==> src/hdl/cpcp_pkg.sv <==
// Constants and codes of the coded packet credit pacer.
// Used by the top level and by its checker; depends on nothing.
package cpcp_pkg;

    localparam int CREDIT_W = 32;
    localparam int CFG_IDX_W = 2;
    localparam int CFG_DATA_W = 16;

    localparam logic [CREDIT_W-1:0] CREDIT_MAX = {CREDIT_W{1'b1}};
    localparam logic [CREDIT_W-1:0] PACKET_CREDIT = CREDIT_W'(100);

    localparam logic [1:0] KIND_SOURCE = 2'd0;
    localparam logic [1:0] KIND_CODED = 2'd1;
    localparam logic [1:0] KIND_FEEDBACK = 2'd2;
    localparam logic [1:0] KIND_FLUSH = 2'd3;

    localparam logic [1:0] ST_OK = 2'd0;
    localparam logic [1:0] ST_NO_CODED = 2'd1;
    localparam logic [1:0] ST_FUTURE_FB = 2'd2;

    localparam logic [CFG_IDX_W-1:0] CFG_PACE = 2'd0;
    localparam logic [CFG_IDX_W-1:0] CFG_TAIL = 2'd1;
    localparam logic [CFG_IDX_W-1:0] CFG_SYMBOLS = 2'd2;

    localparam logic [15:0] PACE_RESET = 16'd120;
    localparam logic [15:0] TAIL_RESET = 16'd100;
    localparam logic [15:0] SYMBOLS_RESET = 16'd16;
    localparam logic [31:0] GEN_RESET = 32'd1;

endpackage

==> src/hdl/coded_packet_credit_pacer.sv <==
// Top level of the coded packet credit pacer: input register, event logic,
// generation/credit state and result register. Depends on cpcp_pkg.
//
// Channel   Direction  Handshake            Contents
// s_        in         s_valid / s_ready    kind, fb_generation, fb_rank
// m_        out        m_valid / m_ready    status, header, ready/full/complete
// cfg_      in         cfg_we (no wait)     cfg_index, cfg_wdata
//
// One transaction is taken per clock cycle, sustained, as long as m_ready does
// not stall the result register. An accepted transaction first waits in the
// input register; the event logic then loads the result register, which is
// also where the generation, rank, credit and complete state is updated, and
// the result is offered on the m_ ports from there.
// aresetn is synchronous and active low; it empties both registers and
// restores the configuration and state to their reset values.
// A stall on m_ready holds the result. With the input register occupied,
// s_ready falls in the same cycle; with it empty, one further transaction is
// taken first.
module coded_packet_credit_pacer
    import cpcp_pkg::*;
(
    input  logic                  aclk,
    input  logic                  aresetn,

    input  logic                  cfg_we,
    input  logic [CFG_IDX_W-1:0]  cfg_index,
    input  logic [CFG_DATA_W-1:0] cfg_wdata,

    input  logic                  s_valid,
    output logic                  s_ready,
    input  logic [1:0]            s_kind,
    input  logic [31:0]           s_fb_generation,
    input  logic [15:0]           s_fb_rank,

    output logic                  m_valid,
    input  logic                  m_ready,
    output logic [1:0]            m_status,
    output logic [31:0]           m_hdr_generation,
    output logic [15:0]           m_hdr_rank,
    output logic                  m_coded_ready,
    output logic                  m_gen_full,
    output logic                  m_gen_complete
);

    // Configuration registers.
    logic [15:0] pace_reg;
    logic [15:0] tail_reg;
    logic [15:0] sym_reg;

    // Input register.
    logic        in_valid_reg;
    logic [1:0]  in_kind_reg;
    logic [31:0] in_fb_gen_reg;
    logic [15:0] in_fb_rank_reg;

    // Pacer state.
    logic [31:0]         gen_reg;
    logic [15:0]         rank_reg;
    logic [CREDIT_W-1:0] credit_reg;
    logic                complete_reg;

    // Result register.
    logic        out_valid_reg;
    logic [1:0]  status_reg;
    logic [31:0] hdr_gen_reg;
    logic [15:0] hdr_rank_reg;
    logic        coded_ready_reg;
    logic        gen_full_reg;
    logic        gen_complete_reg;

    // Next values of the state.
    logic [31:0]         gen_next;
    logic [15:0]         rank_next;
    logic [CREDIT_W-1:0] credit_next;
    logic                complete_next;
    logic [1:0]          status_next;

    logic                advance;
    logic                new_gen;
    logic [CREDIT_W-1:0] base_credit;
    logic [15:0]         rank_inc;
    logic [16:0]         add_amount;
    logic [CREDIT_W:0]   credit_sum;
    logic [CREDIT_W-1:0] credit_sat;
    logic                ready_next;

    // The item in the input register moves on whenever the result register
    // is empty or is being emptied in this cycle.
    assign advance = in_valid_reg && (!out_valid_reg || m_ready);
    assign s_ready = !in_valid_reg || advance;

    // A source packet arriving at a full generation opens the next one.
    assign new_gen = (in_kind_reg == KIND_SOURCE) && (rank_reg == sym_reg);
    assign base_credit = new_gen ? '0 : credit_reg;
    assign rank_inc = (new_gen ? 16'd0 : rank_reg) + 16'd1;

    // Pace and tail credit are summed first: saturating once on the total
    // gives the same value as saturating after each addition.
    always_comb begin
        case (in_kind_reg)
            KIND_SOURCE: begin
                add_amount = {1'b0, pace_reg} +
                             ((rank_inc == sym_reg) ? {1'b0, tail_reg} : 17'd0);
            end
            KIND_FLUSH: begin
                add_amount = {1'b0, tail_reg};
            end
            default: begin
                add_amount = 17'd0;
            end
        endcase
    end

    assign credit_sum = {1'b0, base_credit} + {{(CREDIT_W - 16){1'b0}}, add_amount};
    assign credit_sat = credit_sum[CREDIT_W] ? CREDIT_MAX : credit_sum[CREDIT_W-1:0];

    always_comb begin
        gen_next = gen_reg;
        rank_next = rank_reg;
        credit_next = credit_reg;
        complete_next = complete_reg;
        status_next = ST_OK;
        case (in_kind_reg)
            KIND_SOURCE: begin
                if (new_gen) begin
                    gen_next = gen_reg + 32'd1;
                    complete_next = 1'b0;
                end
                rank_next = rank_inc;
                credit_next = credit_sat;
            end
            KIND_CODED: begin
                if (credit_reg >= PACKET_CREDIT) begin
                    credit_next = credit_reg - PACKET_CREDIT;
                end else begin
                    status_next = ST_NO_CODED;
                end
            end
            KIND_FEEDBACK: begin
                // Feedback from an older generation is ignored.
                if (in_fb_gen_reg > gen_reg) begin
                    status_next = ST_FUTURE_FB;
                end else if (in_fb_gen_reg == gen_reg) begin
                    if (in_fb_rank_reg == rank_reg) begin
                        credit_next = '0;
                    end
                    if (in_fb_rank_reg == sym_reg) begin
                        complete_next = 1'b1;
                    end
                end
            end
            KIND_FLUSH: begin
                credit_next = credit_sat;
            end
            default: begin
                credit_next = credit_reg;
            end
        endcase
    end

    assign ready_next = credit_next >= PACKET_CREDIT;

    // Configuration writes to indexes beyond the register list are dropped.
    always_ff @(posedge aclk) begin
        if (!aresetn) begin
            pace_reg <= PACE_RESET;
            tail_reg <= TAIL_RESET;
            sym_reg <= SYMBOLS_RESET;
        end else if (cfg_we) begin
            case (cfg_index)
                CFG_PACE: begin
                    pace_reg <= cfg_wdata;
                end
                CFG_TAIL: begin
                    tail_reg <= cfg_wdata;
                end
                CFG_SYMBOLS: begin
                    sym_reg <= cfg_wdata;
                end
                default: begin
                    pace_reg <= pace_reg;
                end
            endcase
        end
    end

    always_ff @(posedge aclk) begin
        if (!aresetn) begin
            in_valid_reg <= 1'b0;
        end else if (s_ready) begin
            in_valid_reg <= s_valid;
        end
    end

    always_ff @(posedge aclk) begin
        if (s_valid && s_ready) begin
            in_kind_reg <= s_kind;
            in_fb_gen_reg <= s_fb_generation;
            in_fb_rank_reg <= s_fb_rank;
        end
    end

    always_ff @(posedge aclk) begin
        if (!aresetn) begin
            gen_reg <= GEN_RESET;
            rank_reg <= '0;
            credit_reg <= '0;
            complete_reg <= 1'b0;
        end else if (advance) begin
            gen_reg <= gen_next;
            rank_reg <= rank_next;
            credit_reg <= credit_next;
            complete_reg <= complete_next;
        end
    end

    always_ff @(posedge aclk) begin
        if (!aresetn) begin
            out_valid_reg <= 1'b0;
        end else if (advance) begin
            out_valid_reg <= 1'b1;
        end else if (m_ready) begin
            out_valid_reg <= 1'b0;
        end
    end

    always_ff @(posedge aclk) begin
        if (advance) begin
            status_reg <= status_next;
            hdr_gen_reg <= gen_next;
            hdr_rank_reg <= rank_next;
            coded_ready_reg <= ready_next;
            gen_full_reg <= ready_next && (rank_next == sym_reg);
            gen_complete_reg <= complete_next;
        end
    end

    assign m_valid = out_valid_reg;
    assign m_status = status_reg;
    assign m_hdr_generation = hdr_gen_reg;
    assign m_hdr_rank = hdr_rank_reg;
    assign m_coded_ready = coded_ready_reg;
    assign m_gen_full = gen_full_reg;
    assign m_gen_complete = gen_complete_reg;

endmodule

==> config.mk <==
export PLATFORM = sky130hd
export DESIGN_NAME = coded_packet_credit_pacer
export DESIGN_NICKNAME = d
export VERILOG_FILES = /design/src/hdl/cpcp_pkg.sv /design/src/hdl/coded_packet_credit_pacer.sv
export SDC_FILE = /design/constraint.sdc
export NUM_CORES = 1
export LEC_CHECK = 0
export BUFFER_PORTS_ARGS = -buffer_cell sky130_fd_sc_hd__buf_2
export CAP_MARGIN = 20
export CORE_AREA = 2 2 154 186
export DETAILED_ROUTE_END_ITERATION = 6
export DIE_AREA = 0 0 156 188
export GPL_TIMING_DRIVEN = 0
export PLACE_DENSITY = 0.84
export SLEW_MARGIN = 20
export SYNTH_ARGS = -nofsm -noshare
export SYNTH_HDL_FRONTEND = slang
export SYNTH_SLANG_ARGS = --single-unit
export TNS_END_PERCENT = 100
==> constraint.sdc <==
create_clock -name aclk -period 11.1 [get_ports aclk]
set_clock_uncertainty 0.05 [all_clocks]
set_input_delay 2.22 -clock aclk [delete_from_list [all_inputs] [get_ports aclk]]
set_output_delay 2.22 -clock aclk [all_outputs]
set_load 0.005 [all_outputs]
==> results of run 1 <==
-- logic make-up after synthesis --
family / count (synthesis)
AO/OA/AOI/OAI: 431
XOR/XNOR: 158
flip-flops: 234
buffers and inverters: 192
multiplexers: 6
adder cells (fa/ha/maj): 75
AND/OR/NAND/NOR: 691
-- cells in the mapped netlist (28+ instances only) --
cell        n
nand2_1   226
xor2_1     49
nor3_1     46
a211oi_1   29
nor2_1    160
dfxtp_1   131
nand4_1    28
clkbuf_1   93
inv_1      71
ha_1       73
xnor2_1   109
o21ai_0    95
a21oi_1   149
nand3_1    57
edfxtp_1  103
-- routing by layer --
| layer | track usage | vias up | share of wire |
|---|---|---|---|
| li1 | - | 6666 | - |
| met1 | 0.402 | 6749 | 0.39 |
| met2 | 0.539 | 759 | 0.47 |
| met3 | 0.0393 | 186 | 0.083 |
| met4 | 0.172 | 0 | 0.058 |
| met5 | 0 | - | 0 |
-- critical path: cells and delay by family, from the launching register on --
| family | cells | cell delay, ns |
|---|---|---|
| buffers and inverters | 9 | 1.55 |
| adders and majority gates | 4 | 0.93 |
| DFF | 1 | 0.46 |
| xor gates and xnor gates | 3 | 0.55 |
| AOI/OAI and AO/OA | 16 | 2.72 |
| and+or+nand+nor | 17 | 4.02 |
-- what timing repair did --
| item | 4_1_cts | 5_1_grt |
|---|---|---|
| gates resized for setup | 28 | 17 |
| cloned | 0 | 0 |
| pin swaps | 3 | 14 |
| setup buffers | 4 | 5 |
| endpoints found under the setup margin | 34 | 7 |
-- layout by cell type (no fill, tap or decap), drive strengths merged, types with 12 or more instances in the layout --
cell	synthesis	routed
and2	25	25
buf	24	162
ha	73	73
edfxtp	103	103
a31oi	16	16
o21ai	95	95
and3	24	24
xnor2	109	109
nand3	60	60
or3	27	27
nor2	160	160
nand4	29	29
nand2	227	227
a21oi	149	149
a21o	26	26
nor3	51	51
inv	72	75
a211oi	29	29
clkbuf	94	116
xor2	49	49
clkinv	2	12
or4	13	13
dfxtp	131	131
nor2b	22	22
nor4	23	23
-- worst min path at each step --
stage / depth (start not counted) / end / slack (ns)
after detailed placement: 2 / pace_reg[2]$_SDFFE_PN0P_ / 0.41
after floorplan: 2 / credit_reg[0]$_SDFFE_PN0P_ / 0.39
after global routing: 2 / pace_reg[2]$_SDFFE_PN0P_ / 0.44
after CTS: 2 / tail_reg[0]$_SDFFE_PN0P_ / 0.42
final: 2 / tail_reg[0]$_SDFFE_PN0P_ / 0.42
after global placement: 2 / credit_reg[0]$_SDFFE_PN0P_ / 0.40
-- metrics by stage --
step	total power, W	utilization	area (um^2)	hold WS [ns]
2_1_floorplan	0.00119	-	14900	0.391
3_3_place_gp	0.00131	0.580	16000	0.403
3_5_place_dp	0.00131	0.582	16000	0.411
4_1_cts	0.00212	0.614	16900	0.419
5_1_grt	0.00219	0.617	17000	0.443
6_report	0.00213	0.617	17000	0.417
-- area by class of cell --
| cell class | instances | area, um^2 | area share |
|---|---|---|---|
| sequential | 234 | 5720 | 0.336 |
| inverter | 74 | 283 | 0.0166 |
| multi-input combinational | 1361 | 8550 | 0.502 |
| buffer | 107 | 489 | 0.0288 |
| tap | 345 | 432 | 0.0254 |
| timing repair buffer | 138 | 743 | 0.0437 |
| clock inverter | 13 | 91.3 | 0.00537 |
| clock buffer | 33 | 706 | 0.0415 |
| antenna | 3 | 7.51 | 0.000441 |
-- power by group --
group / leakage [nW] / internal [W] / switching (W)
Combinational: 3.96 / 0.000123 / 0.000227
Sequential: 2.04 / 0.000937 / 0.0000261
Clock: 0.397 / 0.000452 / 0.000364
==> reports/qor.csv, run 1 <==
metric;value;unit
synth.net_count;1935;
die_x;156;um
dp_hpwl;36.2;mm
clkSinkCount;234;
gr-total-overflow;0;
slowest_delay;0.57;ns
gp_congestion;0.993;
yosys.area.top_type;edfxtp_1;
stdcell_count;2308;
fmax;0.0939;GHz
pwr_density_cell;125;nW/um^2
synth_seq_cells;234;
track_usage;0.321;
ioPinCount;128;
dieArea;29300;um^2
critPathKind;reg2reg;
ant_nets;0;
synth-edff-count;103;
crit_slowest_cell;or4_4;
area_delta_synth_final;14.0;%
hold_viol_final;0;
synth_top_family_by_area;simple AND/OR/NAND/NOR gates;
min_path_type;reg2reg;
syn_avg_cell_area;8.35;um^2
drc;0;
critical_path_peak_fanout;10;
root_buffer;clkbuf_16;
nets;2089;
critPathCaptureType;flop;
wirelength;48.0;mm
coreArea;27600;um^2
synth.area.mux_share;0.00419;
grt_pass1_vias;13691;
hold_buffers;0;
antenna_found_initial;3;
hold_start;tail_reg[0]$_SDFFE_PN0P_;
crit_path_start;in_kind_reg[1]$_DFFE_PP_;
cts_tree;done;
reg2reg_to;m_gen_full$_DFFE_PP_;
required;11.31;ns
post-route-period-util;0.959;
power_leakage;6.39;nW
tns;0;ns
cap_violations;0;
ys_seq_area_frac;0.383;
drtIter0Drc;1280;
fp-row-count;67;
drv_slew;0;
place_ws;-2.77;ns
relSlewSlack;0.300;
clkTransAtPathRegs;0.06;ns
arrival;10.86;ns
worst_pin_slew;1.05;ns
syn_area;14900;um^2
setup_viol;0;
r2r_setup_slack;0.45;ns
syn_inst;1787;
status;finished, final reports clean;
setup_slack;0.454;ns
synth_top_area_frac;0.207;
start_kind;flop;
vias;14360;
nFillCells;2314;
clockBufferDepth;3;
htreeDepth;1;
r2r_start;in_kind_reg[1]$_DFFE_PP_;
worst_ir_drop_vdd;0.158;mV
synthSimpleGateAreaFrac;0.224;
avgViaCountPerCell;6.22;
synth_flop_cell;dfxtp_1;
synthAdderAreaFrac;0.0639;
dr.pass1.iters;6;
synth-xor-area-share;0.0927;
synth_compound_area_frac;0.181;
cts_buffers;25;
post_drt_wl_per_cell;20.8;um
crit_end;m_gen_full$_DFFE_PP_;
die_y;188;um
grt_pass1_wl;73.8;mm
insertion_delay;0.56;ns
rr_worst_depth;49;
min_period;10.65;ns
drive_gt1_frac;0.128;
ys_types;84;
synth_warnings;0;
start_util;0.541;
io_buffers;126;
post-place-cells;2261;
grt_max_degree;34;
synthArstFlopShare;0;
synthTopCellsByArea;edfxtp_1, dfxtp_1, xnor2_1;
No activity file was read; power rests on OpenSTA's default activity.
==> inputs of run 2 (changes only) <==
--- a/config.mk
+++ b/config.mk
@@ -8,9 +8,10 @@
 export BUFFER_PORTS_ARGS = -buffer_cell sky130_fd_sc_hd__buf_2
 export CAP_MARGIN = 20
 export CORE_AREA = 2 2 154 186
+export CTS_BUF_LIST = sky130_fd_sc_hd__clkbuf_8
 export DETAILED_ROUTE_END_ITERATION = 6
 export DIE_AREA = 0 0 156 188
-export GPL_TIMING_DRIVEN = 0
+export GPL_TIMING_DRIVEN = 1
 export PLACE_DENSITY = 0.84
 export SLEW_MARGIN = 20
 export SYNTH_ARGS = -nofsm -noshare
==> run 2 against run 1 <==
Net effect: sequential cell count stayed put; non-clock buffer count fell by 98; core utilization shrank 2.2 points; sequential share of layout area is 1.2 points higher; global-route usage decreased by 2.7 points; clock power decreased by 11%; combinational power down 11%; worst setup slack improved by 0.15 ns; die area is the same; critical endpoint unchanged; largest cell class unchanged; highest routed layer unchanged.
==> reports/qor.csv, run 2 (synthesis results as in run 1) <==
metric;value;unit;change
status;finished, final reports clean;;
root_buffer;clkbuf_8;;
power_leakage;6.24;nW;-2.4%
critPathCaptureType;flop;;
clockBufferDepth;3;;unchanged
avgViaCountPerCell;6.21;;-0.12%
wirelength;43.9;mm;-8.7%
grt_pass1_wl;69.3;mm;-6.1%
min_path_type;reg2reg;;
grt_max_degree;91;;+170%
dieArea;29300;um^2;unchanged
pwr_density_cell;123;nW/um^2;-1.9%
gp_congestion;0.990;;-0.29%
final_common_cell;nand2_1;;
r2r_start;rank_reg[12]$_SDFFE_PN0P_;;
relSlewSlack;0.269;;-0.0306
final_cell_mix;nand2_1, nor2_1, a21oi_1, dfxtp_1, buf_2;;
coreArea;27600;um^2;unchanged
track_usage;0.294;;-0.0266
hold_viol_final;0;;unchanged
post_dp_cell_area;15700;um^2;-2.3%
grt_pass1_vias;13270;;-3.1%
dr.pass1.iters;7;;+1
clkSinkCount;234;;unchanged
r2r_setup_slack;0.61;ns;+0.15 ns
insertion_delay;0.56;ns;about the same
cap_violations;0;;unchanged
crit_slowest_cell;dfxtp_1;;
fp-row-count;67;;unchanged
gr-total-overflow;0;;unchanged
cts_tree;done;;
die_y;188;um;unchanged
die_x;156;um;unchanged
io_buffers;127;;+0.79%
fmax;0.0953;GHz;+1.4%
clkTransAtPathRegs;0.07;ns;about the same
place_ws;0.526;ns;+3.29 ns
reg2reg_to;m_gen_full$_DFFE_PP_;;
setup_viol;0;;unchanged
post_drt_wl_per_cell;19.6;um;-5.6%
start_kind;flop;;
setup_slack;0.605;ns;+0.151 ns
min_period;10.49;ns;-0.151 ns
slowest_delay;0.54;ns;-0.03 ns
drtIter0Drc;1403;;+9.6%
hold_start;credit_reg[0]$_SDFFE_PN0P_;;
arrival;10.75;ns;-0.11 ns
worstHoldEndpoint;credit_reg[0]$_SDFFE_PN0P_;;
ant_nets;0;;unchanged
antennaDiodeCount;0;;-3
rsz0062_at_grt;no;;
nets;2006;;-4.0%
antenna_found_initial;1;;-2
cts_buffers;40;;+60%
holdPathStages;2;;unchanged
ioPinCount;128;;unchanged
vias;13883;;-3.3%
critPathKind;reg2reg;;
critical_path_peak_fanout;17;;+7
required;11.36;ns;+0.05 ns
cp_common_cell;and3_1;;
worst_ir_drop_vdd;0.0946;mV;-40%
rr_worst_depth;44;;-10%
htreeDepth;2;;+1
fin_area;16400;um^2;-3.5%
dp_hpwl;31.5;mm;-13%
drv_slew;0;;unchanged
worst_pin_slew;1.10;ns;+0.0460 ns
final_core_util;0.595;;-0.0215
drc;0;;unchanged
area_delta_synth_final;10.0;%;
hold_buffers;0;;unchanged
drive_gt1_frac;0.125;;-0.00260
tns;0;ns;unchanged
post-route-period-util;0.945;;-0.0136
start_util;0.541;;unchanged
==> run 2: cell type report <==
type / instances / area [um^2]
tap: 345 / 432
fill: 2350 / 11200
sequential: 234 / 5720
clock buffer: 43 / 592
clock inverter: 30 / 148
multi-input combinational: 1361 / 8470
timing repair buffer: 147 / 786
inverter: 74 / 282
==> run 2: critical path: cells and delay by family (launching register included) <==
kind | cells | cell delay [ns]
fa+ha+maj | 4 | 1.17
simple gates | 16 | 4.03
xor+xnor | 3 | 0.74
compound gates | 18 | 3.21
buf+inv | 3 | 0.48
flops | 1 | 0.54
==> run 2: report_power, final <==
part	switching (W)	total [W]	internal, W
registers	0.0000385	0.000977	0.000938
clock network	0.000364	0.000728	0.000364
logic	0.000198	0.000311	0.000113
==> run 2: worst max path at each step <==
stage / from / endpoint / slack, ns / cells after the start
2_1_floorplan: in_kind_reg[0]$_DFFE_PP_ / m_gen_full$_DFFE_PP_ / 0.35 / 50
3_3_place_gp: in_kind_reg[0]$_DFFE_PP_ / m_gen_full$_DFFE_PP_ / 0.93 / 44
3_5_place_dp: in_kind_reg[0]$_DFFE_PP_ / m_gen_full$_DFFE_PP_ / 0.53 / 44
4_1_cts: in_kind_reg[0]$_DFFE_PP_ / m_coded_ready$_DFFE_PP_ / 0.48 / 44
5_1_grt: in_kind_reg[0]$_DFFE_PP_ / m_coded_ready$_DFFE_PP_ / 0.03 / 46
6_report: rank_reg[12]$_SDFFE_PN0P_ / m_gen_full$_DFFE_PP_ / 0.61 / 44
==> run 2: through the flow <==
step / power, W / hold slack [ns] / instances
finish: 0.00202 / 0.420 / 2234
CTS: 0.00202 / 0.419 / 2234
detailed placement: 0.00129 / 0.408 / 2161
global route: 0.00209 / 0.443 / 2234
floorplan: 0.00119 / 0.391 / 1787
global placement: 0.00129 / 0.402 / 2161
==> run 2: routing by layer <==
| metal | vias to the layer above | routed length (um) | track usage |
|---|---|---|---|
| met4 | 0 | 1960 | 0.129 |
| met5 | - | 0 | 0 |
| li1 | 6511 | - | - |
| met2 | 745 | 20600 | 0.482 |
| met1 | 6475 | 17700 | 0.383 |
| met3 | 152 | 3610 | 0.0499 |
==> run 2: repair_timing <==
item,in CTS,in global routing
buffers inserted,0,0
endpoints found under the setup margin,0,2
resized for setup,0,3
